==> config.mk <==
export PLATFORM = sky130hd
export DESIGN_NAME = gts_ctrl
export DESIGN_NICKNAME = d
export VERILOG_FILES = /design/src/hdl/gts_pkg.sv /design/src/hdl/gts_ctrl.sv
export SDC_FILE = /design/constraint.sdc
export NUM_CORES = 1
export LEC_CHECK = 0
export CORE_MARGIN = 3
export CORE_UTILIZATION = 65
export CTS_CLUSTER_DIAMETER = 100
export DETAILED_ROUTE_END_ITERATION = 7
export DONT_BUFFER_PORTS = 1
export PLACE_DENSITY = 0.81
export SLEW_MARGIN = 40
export SYNTH_ARGS = -nofsm -noshare
export SYNTH_HDL_FRONTEND = slang
export SYNTH_SLANG_ARGS = --single-unit
==> constraint.sdc <==
create_clock -name clk -period 5 [get_ports clk]
set_clock_uncertainty 0.05 [all_clocks]
set_input_delay 0.5 -clock clk [delete_from_list [all_inputs] [get_ports clk]]
set_output_delay 0.5 -clock clk [all_outputs]
set_load 0.005 [all_outputs]
==> src/hdl/gts_pkg.sv <==
`timescale 1ns / 1ps
// Shared widths, codes and command/status types of the Gillespie step core.
// No dependencies.
package gts_pkg;

    localparam int COUNT_BITS         = 16;
    localparam int RATE_W             = 32;
    localparam int RAND_W             = 32;
    localparam int PROP_W             = 48;
    localparam int TOTAL_W            = 51;
    localparam int TARGET_W           = 52;
    localparam int TIME_W             = 48;
    localparam int DIV_W              = 64;
    localparam int MUL_W              = 32;
    localparam int LOG_FRAC           = 24;
    localparam int LG_W               = 29;
    localparam int NUM_REACT          = 6;
    localparam int PICK_IDX_W         = 3;
    localparam int IDX_W              = 5;
    localparam int OP_W               = 5;
    localparam int CFG_IDX_W          = 3;
    localparam int CFG_DATA_W         = 32;
    localparam int POP_SCALE_DEF      = 1000;
    localparam int TIME_FRAC_BITS_DEF = 24;

    localparam logic [MUL_W-1:0]      LN2_Q32    = 32'd2977044472;
    localparam logic [PROP_W-1:0]     PROP_MAX   = {PROP_W{1'b1}};
    localparam logic [TIME_W-1:0]     TIME_MAX   = {TIME_W{1'b1}};
    localparam logic [COUNT_BITS-1:0] COUNT_MAX  = {COUNT_BITS{1'b1}};
    localparam logic [RATE_W-1:0]     RATE_RST   = 32'd65536;
    localparam logic [COUNT_BITS-1:0] START_RST  = 16'd1000;

    // configuration register indexes
    localparam logic [CFG_IDX_W-1:0] CFG_KAPPA   = 3'd0;
    localparam logic [CFG_IDX_W-1:0] CFG_OMEGA   = 3'd1;
    localparam logic [CFG_IDX_W-1:0] CFG_GAMMA   = 3'd2;
    localparam logic [CFG_IDX_W-1:0] CFG_SIGMA   = 3'd3;
    localparam logic [CFG_IDX_W-1:0] CFG_START_A = 3'd4;
    localparam logic [CFG_IDX_W-1:0] CFG_START_B = 3'd5;

    // reaction codes reported on fired
    localparam logic [2:0] FIRED_NONE = 3'd0;
    localparam logic [2:0] RX_A_DECAY = 3'd1;
    localparam logic [2:0] RX_A_PAIR  = 3'd2;
    localparam logic [2:0] RX_B_DECAY = 3'd3;
    localparam logic [2:0] RX_B_PAIR  = 3'd4;
    localparam logic [2:0] RX_B_GROW  = 3'd5;
    localparam logic [2:0] RX_A_GROW  = 3'd6;

    // datapath operations
    localparam logic [OP_W-1:0] OP_NOP       = 5'd0;
    localparam logic [OP_W-1:0] OP_LOAD      = 5'd1;
    localparam logic [OP_W-1:0] OP_MUL_AB    = 5'd2;
    localparam logic [OP_W-1:0] OP_MUL_W1    = 5'd3;
    localparam logic [OP_W-1:0] OP_MUL_W3    = 5'd4;
    localparam logic [OP_W-1:0] OP_MUL_W5    = 5'd5;
    localparam logic [OP_W-1:0] OP_MUL_KAB   = 5'd6;
    localparam logic [OP_W-1:0] OP_DIV_P     = 5'd7;
    localparam logic [OP_W-1:0] OP_STORE_W6  = 5'd8;
    localparam logic [OP_W-1:0] OP_MUL_AW6LO = 5'd9;
    localparam logic [OP_W-1:0] OP_MUL_AW6HI = 5'd10;
    localparam logic [OP_W-1:0] OP_STORE_W2  = 5'd11;
    localparam logic [OP_W-1:0] OP_MUL_OAB   = 5'd12;
    localparam logic [OP_W-1:0] OP_STORE_W4  = 5'd13;
    localparam logic [OP_W-1:0] OP_MUL_TLO   = 5'd14;
    localparam logic [OP_W-1:0] OP_MUL_THI   = 5'd15;
    localparam logic [OP_W-1:0] OP_PICK      = 5'd16;
    localparam logic [OP_W-1:0] OP_LOG_INIT  = 5'd17;
    localparam logic [OP_W-1:0] OP_LOG_SQ    = 5'd18;
    localparam logic [OP_W-1:0] OP_LOG_LN    = 5'd19;
    localparam logic [OP_W-1:0] OP_DIV_TAU   = 5'd20;
    localparam logic [OP_W-1:0] OP_STORE_TAU = 5'd21;
    localparam logic [OP_W-1:0] OP_FINISH    = 5'd22;

    typedef struct packed {
        logic [OP_W-1:0]  op;
        logic [IDX_W-1:0] idx;
    } gts_cmd_t;

    typedef struct packed {
        logic action;
        logic zero_total;
        logic div_done;
    } gts_sts_t;

endpackage

==> src/hdl/gts_ctrl.sv <==
`timescale 1ns / 1ps
// Sequencer of the Gillespie step core: walks the datapath through one step
// and owns the request handshakes. Uses gts_pkg.
module gts_ctrl (
    input  logic              clk,
    input  logic              rst_n,
    input  logic              in_valid,
    output logic              in_stall,
    output logic              out_valid,
    input  logic              out_stall,
    output gts_pkg::gts_cmd_t cmd,
    input  gts_pkg::gts_sts_t sts
);
    import gts_pkg::*;

    localparam logic [4:0] S_IDLE     = 5'd0;
    localparam logic [4:0] S_DISPATCH = 5'd1;
    localparam logic [4:0] S_MUL_AB   = 5'd2;
    localparam logic [4:0] S_MUL_W1   = 5'd3;
    localparam logic [4:0] S_MUL_W3   = 5'd4;
    localparam logic [4:0] S_MUL_W5   = 5'd5;
    localparam logic [4:0] S_MUL_KAB  = 5'd6;
    localparam logic [4:0] S_DS_W6    = 5'd7;
    localparam logic [4:0] S_DW_W6    = 5'd8;
    localparam logic [4:0] S_AW6LO    = 5'd9;
    localparam logic [4:0] S_AW6HI    = 5'd10;
    localparam logic [4:0] S_DS_W2    = 5'd11;
    localparam logic [4:0] S_DW_W2    = 5'd12;
    localparam logic [4:0] S_MUL_OAB  = 5'd13;
    localparam logic [4:0] S_DS_W4    = 5'd14;
    localparam logic [4:0] S_DW_W4    = 5'd15;
    localparam logic [4:0] S_CHECK    = 5'd16;
    localparam logic [4:0] S_TLO      = 5'd17;
    localparam logic [4:0] S_THI      = 5'd18;
    localparam logic [4:0] S_PICK     = 5'd19;
    localparam logic [4:0] S_LOG_INIT = 5'd20;
    localparam logic [4:0] S_LOG_SQ   = 5'd21;
    localparam logic [4:0] S_LOG_LN   = 5'd22;
    localparam logic [4:0] S_DS_TAU   = 5'd23;
    localparam logic [4:0] S_DW_TAU   = 5'd24;
    localparam logic [4:0] S_FINISH   = 5'd25;

    logic [4:0]       state_reg, state_next;
    logic [IDX_W-1:0] cnt_reg, cnt_next;
    logic             ovalid_reg, ovalid_next;

    always_comb
    begin
        state_next  = state_reg;
        cnt_next    = cnt_reg;
        ovalid_next = ovalid_reg && out_stall;
        cmd.op      = OP_NOP;
        cmd.idx     = cnt_reg;
        case (state_reg)
            S_IDLE:
                if (in_valid)
                begin
                    cmd.op     = OP_LOAD;
                    state_next = S_DISPATCH;
                end
            S_DISPATCH: state_next = sts.action ? S_FINISH : S_MUL_AB;
            S_MUL_AB:   begin cmd.op = OP_MUL_AB;  state_next = S_MUL_W1;  end
            S_MUL_W1:   begin cmd.op = OP_MUL_W1;  state_next = S_MUL_W3;  end
            S_MUL_W3:   begin cmd.op = OP_MUL_W3;  state_next = S_MUL_W5;  end
            S_MUL_W5:   begin cmd.op = OP_MUL_W5;  state_next = S_MUL_KAB; end
            S_MUL_KAB:  begin cmd.op = OP_MUL_KAB; state_next = S_DS_W6;   end
            S_DS_W6:    begin cmd.op = OP_DIV_P;   state_next = S_DW_W6;   end
            S_DW_W6:
                if (sts.div_done)
                begin
                    cmd.op     = OP_STORE_W6;
                    state_next = S_AW6LO;
                end
            S_AW6LO:    begin cmd.op = OP_MUL_AW6LO; state_next = S_AW6HI; end
            S_AW6HI:    begin cmd.op = OP_MUL_AW6HI; state_next = S_DS_W2; end
            S_DS_W2:    begin cmd.op = OP_DIV_P;     state_next = S_DW_W2; end
            S_DW_W2:
                if (sts.div_done)
                begin
                    cmd.op     = OP_STORE_W2;
                    state_next = S_MUL_OAB;
                end
            S_MUL_OAB:  begin cmd.op = OP_MUL_OAB; state_next = S_DS_W4; end
            S_DS_W4:    begin cmd.op = OP_DIV_P;   state_next = S_DW_W4; end
            S_DW_W4:
                if (sts.div_done)
                begin
                    cmd.op     = OP_STORE_W4;
                    state_next = S_CHECK;
                end
            S_CHECK:    state_next = sts.zero_total ? S_FINISH : S_TLO;
            S_TLO:      begin cmd.op = OP_MUL_TLO; state_next = S_THI; end
            S_THI:
            begin
                cmd.op     = OP_MUL_THI;
                cnt_next   = '0;
                state_next = S_PICK;
            end
            S_PICK:
            begin
                cmd.op = OP_PICK;
                if (cnt_reg == IDX_W'(NUM_REACT - 1))
                    state_next = S_LOG_INIT;
                else
                    cnt_next = cnt_reg + 1'b1;
            end
            S_LOG_INIT:
            begin
                cmd.op     = OP_LOG_INIT;
                cnt_next   = IDX_W'(LOG_FRAC - 1);
                state_next = S_LOG_SQ;
            end
            S_LOG_SQ:
            begin
                cmd.op = OP_LOG_SQ;
                if (cnt_reg == '0)
                    state_next = S_LOG_LN;
                else
                    cnt_next = cnt_reg - 1'b1;
            end
            S_LOG_LN:   begin cmd.op = OP_LOG_LN;  state_next = S_DS_TAU; end
            S_DS_TAU:   begin cmd.op = OP_DIV_TAU; state_next = S_DW_TAU; end
            S_DW_TAU:
                if (sts.div_done)
                begin
                    cmd.op     = OP_STORE_TAU;
                    state_next = S_FINISH;
                end
            S_FINISH:
                // state and result registers update only once the output slot is free
                if (!ovalid_reg || !out_stall)
                begin
                    cmd.op      = OP_FINISH;
                    ovalid_next = 1'b1;
                    state_next  = S_IDLE;
                end
            default:    state_next = S_IDLE;
        endcase
    end

    always_ff @(posedge clk or negedge rst_n)
    begin
        if (!rst_n)
        begin
            state_reg  <= S_IDLE;
            cnt_reg    <= '0;
            ovalid_reg <= 1'b0;
        end
        else
        begin
            state_reg  <= state_next;
            cnt_reg    <= cnt_next;
            ovalid_reg <= ovalid_next;
        end
    end

    assign in_stall  = (state_reg != S_IDLE);
    assign out_valid = ovalid_reg;
endmodule

# Word level (Yosys, flattened, before mapping)
# Index checks and enable logic that the tools add are counted.
# W data, S select, Z words.
classes:
  eq_ne: 36
  reduce_logical: 11
  n_addsub: 2
  n_mux: 23
op_table:
  columns: ["cell", "count"]
  rows:
  - ["$pmux W5 S26", 1]
  - ["$pmux W5 S22", 1]
  - ["$mux W5", 13]
  - ["$eq A5 B5 Y1 const B", 10]
  - ["$eq A5 B4 Y1 const B", 8]
  - ["$eq A5 B3 Y1 const B", 5]
  - ["$ne A2 B2 Y1 const B", 10]
  - ["$pmux W5 S4", 1]
  - ["$mux W4", 4]
  - ["$eq A5 B2 Y1 const B", 2]
  - ["$logic_not A5 Y1", 2]
  - ["$reduce_and A8 Y1", 1]
  - ["$add A5 B1 Y5 const B", 1]
  - ["$eq A5 B1 Y1 const B", 1]
  - ["$reduce_bool A5 Y1", 1]
  - ["$sub A5 B1 Y5 const B", 1]
  - ["$reduce_bool A4 Y1", 1]
  - ["$mux W1", 3]
  - ["$reduce_and A3 Y1", 1]
  - ["$reduce_or A3 Y1", 1]
  - ["$logic_not A1 Y1", 2]
  - ["$logic_and A1 B1 Y1", 1]
  - ["$logic_or A1 B1 Y1", 1]
totals:
  wordCells: 75
  output_inout_bits: 12
  reg_bits: 11

# Logic depth before layout (Yosys ltp)
# Gate-level depths: netlist (run 1).
depth:
  depth_word: 4
  ltp_mapped: 10

# Worst setup path after synthesis (run 1)
# Ideal clock, no wire load.
synth_path:
  kind: "reg2reg"
  startpoint: "reg state_reg[3]"
  endpoint: "reg cnt_reg[4]"
  path_slack_ps: 2650
  t_arrival_ps: 2179
  path_stages_with_launch: 11
  setup_ps: 121
  synth_period_minus_slack_ps: 2350
  required_time_ps: 4829
  cell_sequence: "dfrtp_1 nand2b_1 buf_4 nor3_4 xor2_1 ha_1 or3_1 a21oi_1 a21oi_1 a21o_1 a22o_1"
synth_between:
  elab_chain_len: 3
  word_cells_on_any_way: 9
synth_lines:
  columns: ["element", "line_no", "source"]
  rows:
  - ["start: declaration", "gts_ctrl.sv:43", "logic [4:0] state_reg, state_next;"]
  - ["start signal: assignment", "gts_ctrl.sv:151", "state_reg <= state_next;"]
  - ["$eq A5 B5 Y1", "gts_ctrl.sv:54", "case (state_reg)"]
  - ["$reduce_bool A4 Y1 (no source line) or $ne A2 B2 Y1 (tied branches)", null, null]
  - ["$reduce_and A3 Y1 (no source line)", null, null]
  - ["end signal: assignment", "gts_ctrl.sv:152", "cnt_reg <= cnt_next;"]
  - ["end: declaration", "gts_ctrl.sv:44", "logic [IDX_W-1:0] cnt_reg, cnt_next;"]
# Several ways; a longest one is shown, not always the timed one.
# A chain may end at the register's enable or synchronous reset.

# Final worst setup path (run 1)
layout_path:
  startpoint: "reg state_reg[0]"
  endpoint: "reg cnt_reg[4]"
# Same word-level chain as after synthesis.

==> results of run 1 <==
cell families (layout without fill, tap and decap cells):
family,after synthesis,count (layout),share of synthesized area [%]
compound gates,62,62,36.04
xor+xnor,3,3,2.246
fa+ha+maj,2,2,2.139
buf+inv,15,9,5.561
flops,11,11,23.53
mux,3,3,3.423
simple gates,56,56,27.06
layout by cell type (no fill, tap or decap), types with 3 or more instances in the layout:
master    synthesis  routed
nor3_1            3       3
o22ai_1           4       4
nor2b_1           4       4
a31oi_1           3       3
inv_1             4       4
a21oi_1           9       9
o21ai_0          15      15
dfrtp_1          11      11
nand2b_1          8       8
clkbuf_4          0       3
a21o_1            3       3
a22o_1            6       6
nand3_1           5       5
a22oi_1           3       3
nor2_1           12      12
nand2_1          11      11
where the power goes:
part | switching, mW | internal [mW] | total, mW | leakage [nW]
registers | 0.142 | 0.128 | 0.270 | 0.141
clock network | 0.0338 | 0.0297 | 0.0635 | 0.0177
logic | 0.277 | 0.236 | 0.513 | 0.338
cells in the mapped netlist, types with 2 or more instances:
cell       n  area, um2
nor3b_1    2      15.01
a21o_1     3      22.52
nand2_1   11      41.29
nor3_4     2      32.53
nand3_1    5      25.02
mux2_4     2      30.03
o211ai_1   2      15.01
a31oi_1    3      18.77
o22ai_1    4      25.02
a21oi_1    9      45.04
dfrtp_1   11      275.3
inv_1      4      15.01
and2_1     2      12.51
a22oi_1    3      22.52
clkbuf_1   5      18.77
nor3_1     3      15.01
a22o_1     6      52.55
o21ai_1    2      10.01
nor2_1    12      45.04
xor2_1     2      17.52
nor2b_1    4      25.02
nand2b_1   8      50.05
ha_1       2      25.02
buf_2      4      20.02
o21ai_0   15      75.07
worst max path at each step:
stage                 start    endpoint  slack [ns]
6_report       state_reg[0]  cnt_reg[4]        2.01
5_1_grt        state_reg[0]  cnt_reg[4]        1.82
4_1_cts        state_reg[0]  cnt_reg[4]        2.08
3_5_place_dp   state_reg[0]  cnt_reg[4]        2.09
3_3_place_gp   state_reg[0]  cnt_reg[4]        2.21
2_1_floorplan  state_reg[3]  cnt_reg[4]        2.65
layer usage:
layer,track usage (%),share of wire [%],vias up
met2,36.93,43,71
met3,6.748,13,3
met1,38.76,44,541
met5,0,0,-
li1,-,-,568
met4,6.161,0.35,0
per-stage QoR:
| stage | instance area, um2 | hold slack (ns) | utilization [%] | setup slack (ns) |
|---|---|---|---|---|
| final | 1187 | 0.3170 | 74.49 | 2.006 |
| after global routing | 1187 | 0.3247 | 74.49 | 1.817 |
| after CTS | 1187 | 0.3201 | 74.49 | 2.084 |
| after detailed placement | 1150 | 0.1547 | 72.14 | 2.095 |
| after global placement | 1150 | 0.1546 | 72.14 | 2.215 |
| after floorplan | 1170 | 0.1544 | - | 2.650 |
area by class of cell:
| type | instances | area (um2) |
|---|---|---|
| Multi-Input combinational cell | 126 | 829.5 |
| Fill cell | 130 | 406.6 |
| Sequential cell | 11 | 275.3 |
| Tap cell | 24 | 30.03 |
| Clock buffer | 3 | 22.52 |
| Inverter | 4 | 15.01 |
| Timing Repair Buffer | 1 | 10.01 |
| Clock inverter | 1 | 5.005 |
timing repair:
item,4_1_cts,5_1_grt
hold buffers,1,0
endpoints found under the hold margin,11,0
resized for setup,0,0
buffers inserted,0,0
critical path, delay by kind of cell (launching register included):
kind	cells	cell delay, ns
AOI/OAI and AO/OA	4	0.68
xor gates and xnor gates	1	0.12
adders and majority gates	1	0.23
buffers and inverters	1	0.29
DFF	1	0.80
and+or+nand+nor	2	0.72
==> impl_metrics.py, run 1 <==
metrics = {
    "cells_and_area": {
        "drive_above_1_share_pct": 7.534,
        "layout.cells.non_filler": 170,
        "antenna_cells": 0,
        "area_growth_pct": 1.497,
        "nets": 156,
    },
    "synthesis": {
        "synth_edf_count": 0,
        "yosysWarningCount": 0,
        "syn_area_mm2": 0.001170,
        "yosysUniqueCellTypes": 51,
        "syn-num-nets": 161,
        "avgSynthCellArea_um2": 7.697,
        "synthFlopType": "dfrtp_1",
        "synth_seq_cells": 11,
        "synthArstFlopShare_pct": 100.0,
        "synthesis.instances": 152,
        "ys_seq_area_share_pct": 23.53,
    },
    "drt": {
        "viasPerCell": 6.959,
        "num_vias": 1183,
        "drt-initial-drc-count": 52,
        "drc": 0,
        "detail_route.wl_per_cell_um": 16.68,
        "dr.pass1.iters": 4,
        "ant_nets": 0,
        "finalWirelength_mm": 2.835,
    },
    "cts": {
        "clk_latency_ns": 0.28,
        "cts.clk_slew.worst_paths_ns": 0.08,
        "clk_path_buf_depth": 2,
        "cts_max_level": 1,
        "clock_sinks": 11,
        "cts_tree": "done",
        "cts_root_buf": "clkbuf_4",
        "cts_buffers": 3,
    },
    "setup_path": {
        "reg2reg_from": "state_reg[0]",
        "path_cells": "inv_1, nor3_4, xor2_1, ha_1, or3_1, a21oi_1, a21oi_1, a21o_1, a22o_1",
        "crit_fanout": 25,
        "cp.arrival_ns": 3.12,
        "start_kind": "flop",
        "path_class": "reg -> reg",
        "timing.rr.end": "cnt_reg[4]",
        "ff2ff_path_depth": 9,
        "crit_slowest_cell": "dfrtp_1",
        "endpoint_kind": "flop",
        "required_ns": 5.13,
        "cpPeakStageDelay_ns": 0.80,
        "path_common_cell": "a21oi_1",
        "reg2reg_slack_ns": 2.01,
    },
    "hold_path": {
        "hold_depth": 2,
        "min-delay-start": "out_stall",
        "hold_path.class": "in -> reg",
        "min_to": "out_valid",
    },
    "grt": {
        "antenna_found_initial": 0,
        "grt_max_degree": 26,
        "overflow": 0,
        "gr-usage-all-layers_pct": 25.87,
        "grt_pass1_vias": 1041,
        "grt_pass1_wl_mm": 4.940,
    },
    "sta": {
        "min_period_ns": 2.994,
        "fin_tns_setup_ns": 0,
        "setup_violations": 0,
        "tightestPinTransition_ns": 0.7096,
        "slew_headroom_pct": 52.69,
        "fmax_mhz": 334.0,
        "rsz0062_at_grt": "false",
        "hold_viol": 0,
        "fin_crit_sh_pct": 59.88,
        "slew_viol_final": 0,
    },
    "die": {
        "boundaryPins": 19,
        "floorplan.die.width_um": 48.43,
        "core_area_mm2": 0.001594,
        "num_rows": 14,
        "dieHeight_um": 48.43,
        "design.die.area_mm2": 0.002345,
        "start_util_pct": 73.39,
    },
    "placement": {
        "placed_cells": 165,
        "io_buffers": 0,
        "dp_hpwl_mm": 2.016,
        "gp_congestion": 0.9074,
    },
    "power_and_ir_drop": {
        "irDropWorstVdd_mv": 0.4829,
        "powerDensity_mw_per_mm2": 712.5,
        "p_leak_nw": 0.4974,
        "finalPower_uw": 846.0,
    },
    "job": {
        "cap_violations": 0,
    },
    "status": {
        "status": "finished, final reports clean",
    },
}
Note: power is estimated with default switching activity, not from simulation.
==> run 2, diff against run 1 <==
Settings changed: CORE_UTILIZATION 65 to 62, PLACE_DENSITY 0.81 to 0.78.
Clock period 5 ns to 2.9 ns, I/O delays scaled along.
==> run 2 against run 1 <==
Via count rose by 2.2%. Global-route usage rose by 1.5 points. Combinational power rose by 110%. Worst setup slack got worse by 1.8 ns. Fmax rose by 13%. Utilization fell by 4.2 points. Critical path depth did not move. Power rose by 81%. First-iteration DRC count rose by 3.8%. Largest cell class unchanged. Highest routed layer is now met3.
==> impl_metrics.py, run 2 (synthesis results as in run 1) <==
metrics = {
    "drt": {
        "dr.pass1.iters": 4,
        "detail_route.wl_per_cell_um": 17.52,
        "finalWirelength_mm": 3.084,
        "met2_length_mm": 1.497,
        "dr_wl_met3_um": 225,
        "wl_met1_mm": 1.361,
        "viasPerCell": 6.869,
        "highest_layer": "met3",
        "ant_nets": 0,
        "drc": 0,
        "num_vias": 1209,
        "drt-initial-drc-count": 54,
    },
    "setup_path": {
        "cp.arrival_ns": 2.78,
        "path_common_cell": "a21oi_1",
        "path_class": "reg -> reg",
        "cpPeakStageDelay_ns": 0.63,
        "path_cells": "nand2b_1, nor3_4, xor2_1, ha_1, or3_1, a21oi_1, a21oi_1, a21o_1, a22o_1",
        "crit_family": "simple AND/OR/NAND/NOR gates",
        "start_kind": "flop",
        "crit_buf_inv": 0,
        "crit_fanout": 18,
        "endpoint_kind": "flop",
        "crit_slowest_cell": "dfrtp_1",
        "required_ns": 3.02,
    },
    "grt": {
        "overflow": 0,
        "grt_pass1_vias": 1157,
        "grt_max_degree": 25,
        "gr-usage-all-layers_pct": 27.35,
        "grt_pass1_wl_mm": 5.354,
        "antenna_found_initial": 0,
    },
    "cells_and_area": {
        "layout_commonest_cell": "o21ai_0",
        "seq_area_um2": 275.3,
        "antenna_cells": 0,
        "nets": 161,
        "multi_input_area_um2": 829.5,
        "drive_above_1_share_pct": 10.60,
        "design_area_mm2": 0.001226,
        "final_cell_mix": "15 x o21ai_0, 12 x nor2_1, 11 x nand2_1, 11 x dfrtp_1, 9 x a21oi_1",
        "fillCellCount": 147,
        "area_growth_pct": 4.813,
    },
    "placement": {
        "io_buffers": 0,
        "dpl_cell_area_mm2": 0.001189,
        "dp_hpwl_mm": 2.196,
        "gp_congestion": 0.9284,
        "place_ws_ns": 0.2798,
    },
    "sta": {
        "slew_headroom_pct": 62.90,
        "hold_ws_ns": 0.1366,
        "min_period_ns": 2.661,
        "setup_violations": 0,
        "rsz0062_at_grt": "false",
        "hold_viol": 0,
        "tightestPinTransition_ns": 0.5554,
        "slew_viol_final": 0,
        "fmax_mhz": 375.8,
        "fin_tns_setup_ns": 0,
        "fin_crit_sh_pct": 91.75,
        "fin_ws_ns": 0.2393,
    },
    "power_and_ir_drop": {
        "p_leak_nw": 0.5218,
        "powerDensity_mw_per_mm2": 1250,
        "irDropWorstVdd_mv": 0.9801,
    },
    "cts": {
        "cts_buffers": 3,
        "cts_max_level": 1,
        "cts_root_buf": "clkbuf_4",
        "clk_latency_ns": 0.27,
        "cts_tree": "done",
        "cts.clk_slew.worst_paths_ns": 0.08,
        "clk_path_buf_depth": 2,
        "post_cts_buffers": 0,
        "ctsResizeCount": 0,
        "clock_sinks": 11,
    },
    "job": {
        "cap_violations": 0,
    },
    "die": {
        "start_util_pct": 67.03,
        "boundaryPins": 19,
        "floorplan.die.width_um": 49.44,
        "dieHeight_um": 49.44,
        "core_area_mm2": 0.001745,
        "design.die.area_mm2": 0.002444,
        "num_rows": 15,
    },
    "hold_path": {
        "hold_path.class": "in -> reg",
    },
    "status": {
        "status": "finished, final reports clean",
    },
}
[run 2: per-layer routing]
metal | track usage [%] | up-vias
li1 | - | 580
met1 | 36.53 | 578
met2 | 45.76 | 51
met3 | 7.339 | 0
met4 | 2.304 | 0
met5 | 0 | -
[run 2: layout make-up]
class	count	area share, %
clock inverter	1	0.4082
inverter	4	1.224
tap	25	2.551
timing repair buffer	6	3.878
clock buffer	3	1.837
sequential	11	22.45
multi-input combinational	126	67.65
[run 2: worst paths after layout]
check                              from            to  slack, ns  cells past startpoint
setup / recovery           state_reg[4]    cnt_reg[4]       0.24                      9
hold / removal                out_stall     out_valid       0.14                      2
setup reg to reg           state_reg[4]    cnt_reg[4]       0.24                      9
hold reg to reg               out_valid     out_valid       0.55                      2
max in group asynchronous         rst_n    cnt_reg[3]       2.08                      1
min in group asynchronous         rst_n  state_reg[3]       0.37                      1
[run 2: stage by stage]
stage	power, mW	cells	utilization [%]
floorplan	1.178	152	-
global placement	1.363	171	68.10
detailed placement	1.400	171	68.10
CTS	1.512	176	70.25
global route	1.673	176	70.25
finish	1.532	176	70.25
[run 2: where the power goes]
group	internal, mW	total [mW]	switching [mW]	leakage [nW]
logic	0.449	1.09	0.638	0.363
registers	0.223	0.337	0.114	0.141
clock network	0.0512	0.108	0.0573	0.0177
total	0.723	1.53	0.809	0.522
[run 2: what timing repair did]
item,in CTS,in global routing
endpoints found under the hold margin,11,0
setup endpoints to repair,0,0
hold buffers,1,0
==> run 3, diff against run 2 <==
Settings changed: ABC_AREA set to 1, CORE_UTILIZATION 62 to 63, PLACE_DENSITY 0.78 to 0.79.
==> run 3 against run 2 <==
Area after synthesis grew 10%. Sequential share of layout area shrank 1.6 points. Design area grew 7.8%. Critical path depth grew 3. Sequential cell count is the same. Clock power shrank 7%. Power shrank 23%. Worst hold slack lost 0.027 ns. Fmax grew 11%. Combinational power shrank 29%. Synthesized cell count grew 40%. Critical path type unchanged.
==> impl_metrics.py, run 3 <==
metrics = {
    "status": {
        "status": "finished, final reports clean",
    },
    "sta": {
        "slew_headroom_pct": 60.45,
        "rsz0062_at_grt": "false",
        "hold_ws_ns": 0.1094,
        "fin_tns_setup_ns": 0,
        "tightestPinTransition_ns": 0.5932,
        "fin_crit_sh_pct": 82.29,
        "slew_viol_final": 0,
        "hold_viol": 0,
        "fmax_mhz": 419.0,
        "setup_violations": 0,
        "min_period_ns": 2.387,
    },
    "synthesis": {
        "yosys.area.top_type_share_pct": 21.38,
        "ys_seq_area_share_pct": 21.38,
        "yosysWarningCount": 0,
        "synthesis.instances": 213,
        "synth_seq_cells": 11,
        "synthFlopType": "dfrtp_1",
        "yosysMostFrequentCell": "nand2_1",
        "yosysUniqueCellTypes": 27,
        "syn_area_mm2": 0.001287,
        "synthTopCellsByCount": "54 x nand2_1, 26 x nand3_1, 20 x inv_1",
        "syn-num-nets": 222,
        "ys_top_cells_by_area": "dfrtp_1 21%, nand2_1 16%, nand3_1 10%",
        "synth_edf_count": 0,
        "avgSynthCellArea_um2": 6.045,
        "synthArstFlopShare_pct": 100.0,
        "synth_area_leader_cell": "dfrtp_1",
    },
    "placement": {
        "gp_congestion": 1.072,
        "io_buffers": 0,
        "dp_hpwl_mm": 2.886,
        "placed_cells": 234,
        "dpl_cell_area_mm2": 0.001284,
    },
    "cts": {
        "clock_sinks": 11,
        "cts_root_buf": "clkbuf_4",
        "cts_buffers": 3,
        "clk_path_buf_depth": 2,
        "cts_tree": "done",
        "cts.clk_slew.worst_paths_ns": 0.07,
        "post_cts_buffers": 0,
        "cts_max_level": 1,
        "clk_latency_ns": 0.27,
    },
    "cells_and_area": {
        "final_cell_mix": "54 x nand2_1, 26 x nand3_1, 20 x inv_1",
        "area_growth_pct": 2.624,
        "antenna_cells": 0,
        "nets": 224,
        "layout_commonest_cell": "nand2_1",
        "layout.cells.non_filler": 239,
        "design_area_mm2": 0.001321,
        "drive_above_1_share_pct": 15.42,
    },
    "power_and_ir_drop": {
        "powerDensity_mw_per_mm2": 895.6,
        "irDropWorstVdd_mv": 0.6644,
        "p_leak_nw": 0.7449,
    },
    "drt": {
        "viasPerCell": 6.280,
        "finalWirelength_mm": 3.596,
        "dr.pass1.iters": 4,
        "drc": 0,
        "drt-initial-drc-count": 148,
        "detail_route.wl_per_cell_um": 15.05,
        "ant_nets": 0,
        "num_vias": 1501,
    },
    "setup_path": {
        "endpoint_kind": "flop",
        "crit_fanout": 19,
        "required_ns": 3.01,
        "timing.rr.end": "cnt_reg[4]",
        "reg2reg_slack_ns": 0.51,
        "reg2reg_from": "state_reg[4]",
        "cp-startpoint": "state_reg[4]",
        "ff2ff_path_depth": 12,
        "endpoint": "cnt_reg[4]",
        "start_kind": "flop",
        "cp.arrival_ns": 2.50,
        "path_class": "reg -> reg",
    },
    "die": {
        "design.die.area_mm2": 0.002622,
        "dieHeight_um": 51.21,
        "floorplan.die.width_um": 51.21,
        "boundaryPins": 19,
        "core_area_mm2": 0.001821,
        "start_util_pct": 70.72,
        "num_rows": 15,
    },
    "grt": {
        "overflow": 0,
        "grt_pass1_wl_mm": 6.058,
        "grt_pass1_vias": 1352,
        "antenna_found_initial": 0,
        "grt_max_degree": 20,
        "gr-usage-all-layers_pct": 30.95,
    },
    "hold_path": {
        "hold_path.class": "in -> reg",
        "min-delay-start": "out_stall",
    },
    "job": {
        "cap_violations": 0,
    },
}
run 3: worst min path at each step:
stage                        end  cells past startpoint
global route           out_valid                      2
detailed placement  state_reg[3]                      0
floorplan             cnt_reg[0]                      0
finish                 out_valid                      2
global placement    state_reg[2]                      0
CTS                    out_valid                      2
run 3: cell type report:
class / instances / area (um2)
Inverter: 31 / 116.4
Multi-Input combinational cell: 167 / 860.8
Tap cell: 25 / 31.28
Clock buffer: 3 / 22.52
Sequential cell: 11 / 275.3
Timing Repair Buffer: 1 / 10.01
Clock inverter: 1 / 5.005
Fill cell: 151 / 499.2
run 3: layer usage:
layer | wire length (um) | track usage [%] | part of all wire [%] | vias up
li1 | - | - | - | 715
met1 | 1442 | 44.95 | 40 | 649
met2 | 1471 | 41.20 | 41 | 123
met4 | 108 | 18.39 | 3.0 | 0
met5 | 0 | 0 | 0 | -
met3 | 574 | 6.706 | 16 | 14
run 3: what timing repair did:
| item | CTS | global route |
|---|---|---|
| endpoints found under the hold margin | 11 | 0 |
| resized for setup | 0 | 0 |
| hold buffers | 1 | 0 |
run 3: worst max-delay path: stages (launching register included):
cell,delay [ns]
dfrtp_1,0.72
nand3_1,0.20
nor2_2,0.38
nor2_1,0.11
nor2_1,0.17
ha_1,0.18
inv_1,0.05
nand2_2,0.09
nand3_1,0.08
nand3_1,0.08
nand3_1,0.08
nand2_1,0.06
nand2_1,0.05
run 3: kinds of logic after synthesis:
family | count (synthesis) | share of synthesized area [%]
flip-flops | 11 | 21.38
AND/OR/NAND/NOR | 134 | 51.21
buffers and inverters | 35 | 11.76
XOR/XNOR | 2 | 1.361
AO/OA/AOI/OAI | 29 | 12.34
adder cells (fa/ha/maj) | 2 | 1.943
run 3: per-stage QoR:
step | power [mW] | setup WS [ns] | util [%]
after floorplan | 0.9052 | 1.063 | -
after detailed placement | 1.054 | 0.5728 | 70.52
after global placement | 1.042 | 0.7480 | 70.52
after global routing | 1.294 | 0.2941 | 72.58
final | 1.183 | 0.5135 | 72.58
after CTS | 1.165 | 0.5571 | 72.58
run 3: where the power goes:
group | internal (mW) | switching [mW]
sequential | 0.198 | 0.112
clock | 0.0510 | 0.0494
combinational | 0.239 | 0.533
total | 0.489 | 0.695
